## src/sv/gpmi_pkg.sv

```systemverilog
// ----------------------------------------------------------------------------
// gpmi_pkg
// Shared types and constants of the GF(2) polynomial modular inverse unit.
// ----------------------------------------------------------------------------
`default_nettype none

package gpmi_pkg;

   // Width of the element, modulus and inverse ports
   localparam int ELEMENT_BITS = 16;

   // Modulus register value after reset: x^8 + x^4 + x^3 + x^2 + 1
   localparam logic [ELEMENT_BITS-1:0] MODULUS_RESET = 16'h011D;

   // What one pipeline stage does
   typedef enum logic {
      MODE_EUCLID,
      MODE_DIVIDE
   } gpmi_mode_type;

endpackage

`default_nettype wire

```

## src/sv/gpmi_stage.sv

```systemverilog
// ----------------------------------------------------------------------------
// gpmi_stage
// One registered reduction step. Euclid mode reduces g by a shifted copy of
// a, updates the cofactor the same way and swaps the pair once deg(g) drops
// below deg(a). Divide mode reduces g by a and records the quotient bit.
// ----------------------------------------------------------------------------
`default_nettype none

module gpmi_stage import gpmi_pkg::*; #(
   parameter int            POLY_BITS = 16,
   parameter gpmi_mode_type MODE      = MODE_EUCLID
) (
   input  wire                    clock,
   input  wire                    reset,
   input  wire                    enable,
   input  wire                    in_valid,
   input  wire  [POLY_BITS-1:0]   in_g,
   input  wire  [POLY_BITS-1:0]   in_a,
   input  wire  [POLY_BITS-1:0]   in_cg,
   input  wire  [POLY_BITS-1:0]   in_ca,
   input  wire  [POLY_BITS-1:0]   in_n,
   output logic                   out_valid,
   output logic [POLY_BITS-1:0]   out_g,
   output logic [POLY_BITS-1:0]   out_a,
   output logic [POLY_BITS-1:0]   out_cg,
   output logic [POLY_BITS-1:0]   out_ca,
   output logic [POLY_BITS-1:0]   out_n
);

   localparam int LW = $clog2(POLY_BITS + 1);

   // Degree plus one, zero for the zero polynomial
   function automatic logic [LW-1:0] bit_len(input logic [POLY_BITS-1:0] v);
      logic [LW-1:0] n;
      n = '0;
      for (int i = 0; i < POLY_BITS; i++) begin
         if (v[i]) n = LW'(i + 1);
      end
      return n;
   endfunction

   logic [LW-1:0]        len_g;
   logic [LW-1:0]        len_a;
   logic [LW-1:0]        shift;
   logic                 do_reduce;
   logic [POLY_BITS-1:0] rem;
   logic                 valid_ff;
   logic [POLY_BITS-1:0] g_ff, g_in;
   logic [POLY_BITS-1:0] a_ff, a_in;
   logic [POLY_BITS-1:0] cg_ff, cg_in;
   logic [POLY_BITS-1:0] ca_ff, ca_in;
   logic [POLY_BITS-1:0] n_ff;

   // Reduce g by a aligned to its leading term
   always_comb begin
      len_g     = bit_len(in_g);
      len_a     = bit_len(in_a);
      shift     = len_g - len_a;
      do_reduce = (in_a != '0) && (len_g >= len_a);
      rem       = do_reduce ? (in_g ^ (in_a << shift)) : in_g;
   end

   generate
      if (MODE == MODE_EUCLID) begin : g_euclid
         logic [POLY_BITS-1:0] cof;
         logic                 do_swap;
         // Update the cofactor and swap once the remainder is done
         always_comb begin
            cof     = do_reduce ? (in_cg ^ (in_ca << shift)) : in_cg;
            do_swap = (in_a != '0) && (bit_len(rem) < len_a);
            g_in    = do_swap ? in_a : rem;
            a_in    = do_swap ? rem : in_a;
            cg_in   = do_swap ? in_ca : cof;
            ca_in   = do_swap ? cof : in_ca;
         end
      end else begin : g_divide
         // Set the quotient bit of this step
         always_comb begin
            g_in  = rem;
            a_in  = in_a;
            cg_in = do_reduce ? (in_cg | (POLY_BITS'(1) << shift)) : in_cg;
            ca_in = in_ca;
         end
      end
   endgenerate

   // Advance the stage when the pipe moves
   always_ff @(posedge clock) begin
      if (reset) begin
         valid_ff <= 1'b0;
      end else if (enable) begin
         valid_ff <= in_valid;
      end
      if (enable) begin
         g_ff  <= g_in;
         a_ff  <= a_in;
         cg_ff <= cg_in;
         ca_ff <= ca_in;
         n_ff  <= in_n;
      end
   end

   assign out_valid = valid_ff;
   assign out_g     = g_ff;
   assign out_a     = a_ff;
   assign out_cg    = cg_ff;
   assign out_ca    = ca_ff;
   assign out_n     = n_ff;

endmodule

`default_nettype wire

```

## config.mk

```make
export PLATFORM = sky130hd
export DESIGN_NAME = gpmi_stage
export DESIGN_NICKNAME = d
export VERILOG_FILES = /design/src/sv/gpmi_pkg.sv /design/src/sv/gpmi_stage.sv
export SDC_FILE = /design/constraint.sdc
export NUM_CORES = 1
export LEC_CHECK = 0
export BUFFER_PORTS_ARGS = -buffer_cell sky130_fd_sc_hd__buf_4
export CAP_MARGIN = 5
export CORE_MARGIN = 3
export CORE_UTILIZATION = 49
export CTS_CLUSTER_DIAMETER = 150
export DETAILED_ROUTE_END_ITERATION = 10
export PLACE_DENSITY = 0.8
export SYNTH_ARGS = -nofsm -noshare
export SYNTH_HDL_FRONTEND = slang
export SYNTH_SLANG_ARGS = --single-unit
export TNS_END_PERCENT = 50
```

## constraint.sdc

```tcl
create_clock -name clock -period 6.73 [get_ports clock]
set_input_delay 1.0095 -clock clock [delete_from_list [all_inputs] [get_ports clock]]
set_output_delay 1.0095 -clock clock [all_outputs]
set_load 0.03 [all_outputs]
```

==> results.txt <==
Antenna Cells = 0
Slowest cell on the critical path = fa_2
Die area = 0.01450 mm²
Total track usage = 25.36%
Setup WS pre-CTS = -0.5056 ns
Ranking of synthesized cells by area = edfxtp_1 (37%), mux2_4 (13%), mux2i_1 (3.7%)
Worst path required time = 6.82 ns
CP startpoint kind = input pin
Reg2reg start = out_valid$_SDFFE_PP0P_
Die Wd = 120.4 µm
R2R cell count = 2
WS Path Type = in2reg
First-pass iteration count of the detailed router = 6
Ys flop type = edfxtp_1
Area share of the largest cell type after synthesis = 37.44%
CTS tree = built
Tightest Pin Transition = 0.9942 ns
Synth Cell Area = 0.006416 mm²
Post-placement cell count = 957
Largest stage delay on the critical path = 0.70 ns
Crit. End Element = flop
Post-Layout Cell Count = 991
Tmin final = 6.733 ns
WL/cell = 20.05 µm
Synth cell count leaders = edfxtp_1 (80), mux2_4 (57), nand2_1 (47)
Power, Total = 2766 µW
Syn Area/Cell = 11.10 µm²
Avg Vias per Cell = 6.022
Detailed Route WL = 19870 µm
Switching component of the power = 1055 µW
Sw frac = 38.13%
DR vias = 5968
Clock Pin Slew Worst Setup and Hold Paths = 0.06 ns
Fillcell total = 930
Area growth syn-to-layout = 39.02%
EDFF count, synth = 80
Worst hold margin = 0.5207 ns
Leakage = 0.003851 µW
Depth of the CTS H-tree = 3
Max Slew Vio Count = 0
Worst R2R Setup Slack = 6.14 ns
Clk_skew = 0 ns
WHS Endpoint = out_valid$_SDFFE_PP0P_
Hold Path Cell Cnt = 2
HP Class = reg2reg
Int Power = 1711 µW
Largest net degree at the start of global routing = 82
Comb power frac = 57.3%
Starting Density = 50.43%
Failing checks = setup timing
CTS root buf = clkbuf_16
Global-route wire length before repair = 29130 µm
Post-CTS Hold Buffers = 0
Maximum fanout along the worst path = 7
Final period util = 100.0%
Cells after Synth = 578
Grt ovf = 0
CTS buffer count = 9
Sequential element share of the synthesized area = 37.75%
IO Pins = 165
Layout cells sized above 1 = 48.35%
CTS sink count = 81
Most frequent cell after synthesis = edfxtp_1
Reg power frac = 26.1%
Max-Cap Viols = 0
Gpl congestion = 0.9521
Peak VDD IR = 122.4 µV
Cell taking the most area after synthesis = edfxtp_1
Core area = 0.01272 mm²
Ys Warns = 0
Clk_lat worst skew = 0.33 ns
Synth unique cells = 76
Max clock buf depth = 2
Post-DRT Antenna Nets = 0
Vias in the first global route = 5497
HP Start = out_valid$_SDFFE_PP0P_
Final setup viols = 5
Port bufs = 164
DRC violation count after routing = 0
FFs w/ async S/R, synth = 0%
PD cells = 310.1 mW/mm²
Most common cell on crit path = buf_4
Fin util = 70.11%
Final net count = 909
CP arrival = 6.82 ns
Syn Nets = 673
Flops & latches, synth = 81
Core Rows = 41
Status = complete, but fails checks
Reg2reg end = out_valid$_SDFFE_PP0P_
Worst slew margin = 33.72%
Peak Freq = 148.5 MHz
Initial antenna violation count = 0
Final HPWL DP = 14770 µm
Clock share of power = 16.6%
DR iter-0 viols = 791
Fin worst setup slack = -0.003037 ns
Die height = 120.4 µm
Endpoints failing hold = 0
[worst max path at each step]
stage               startpoint                   end  depth (start not counted)
floorplan              in_a[0]    out_a[0]$_DFFE_PP_                         28
global placement       in_a[0]    out_g[1]$_DFFE_PP_                         26
detailed placement     in_a[0]    out_g[7]$_DFFE_PP_                         30
CTS                    in_a[0]    out_g[7]$_DFFE_PP_                         29
global route           in_a[0]  out_cg[15]$_DFFE_PP_                         30
finish                 in_a[0]   out_ca[6]$_DFFE_PP_                         29
[power by group through the flow]
| stage | logic (µW) | clock network, µW | registers (µW) |
|---|---|---|---|
| floorplan | 776 | 0 | 930 |
| global placement | 1390 | 0 | 729 |
| detailed placement | 1410 | 0 | 733 |
| CTS | 1430 | 467 | 723 |
| global route | 1660 | 479 | 729 |
| finish | 1590 | 459 | 721 |
[critical path, delay by kind of cell]
kind                       cells  cell delay (ns)
xor gates and xnor gates       1             0.18
adders and majority gates      3             1.11
and+or+nand+nor                6             0.77
AOI/OAI and AO/OA             11             1.91
buffers and inverters          5             0.82
muxes                          3             0.99
[cells in the final DEF, fill, tap and decap left out, drive strengths merged, types with 5 or more instances in the layout]
master	n
xnor2	15
nand3	11
mux4	12
o211ai	5
and3	7
a211oi	9
o31ai	5
nor4	9
buf	256
ha	10
a21oi	33
edfxtp	80
xor2	20
a311oi	5
mux2	66
mux2i	25
nor2	46
o21ai	29
nand2	47
nor2b	6
nor3	22
o21bai	8
clkbuf	13
inv	20
[sequential cells by signal, indices dropped and copies added (netlist names)]
signal	count
out_a	16
out_ca	16
out_cg	16
out_g	16
out_n	16
out_valid	1
[what timing repair did]
action | CTS | global route
setup buffers | 0 | 12
endpoints found under the setup margin | 59 | 62
gates cloned | 0 | 6
pin swaps | 0 | 29
resized for setup | 5 | 39
[through the flow]
step                instance area (µm²)   TNS, ns
finish                             8920  -0.01085
global route                       8920    -7.109
CTS                                8558         0
detailed placement                 8268    -28.46
global placement                   8268    -22.54
floorplan                          6425         0
[area by class of cell]
class / count / area, µm² / area share, %
Clock inverter: 7 / 53.80 / 0.6032
Inverter: 17 / 63.81 / 0.7154
Tap cell: 172 / 215.2 / 2.413
Timing Repair Buffer: 260 / 2107 / 23.62
Clock buffer: 9 / 225.2 / 2.525
Sequential cell: 81 / 2422 / 27.16
Multi-Input combinational cell: 445 / 3832 / 42.97
[cells by family after synthesis]
family                     share of synthesized area [%]
muxes                                              23.34
adders and majority gates                          2.262
AOI/OAI and AO/OA                                  14.27
xor gates and xnor gates                           4.895
DFF                                                37.75
buffers and inverters                              4.953
and+or+nand+nor                                    12.52
[layer usage]
layer | track usage, % | wire (µm) | vias to the layer above
met1 | 34.78 | 8008 | 2830
li1 | - | - | 2677
met3 | 5.566 | 1946 | 61
met2 | 40.20 | 9391 | 400
met4 | 8.144 | 527 | 0
met5 | 0 | 0 | -
(Power assumes the default switching activity.)
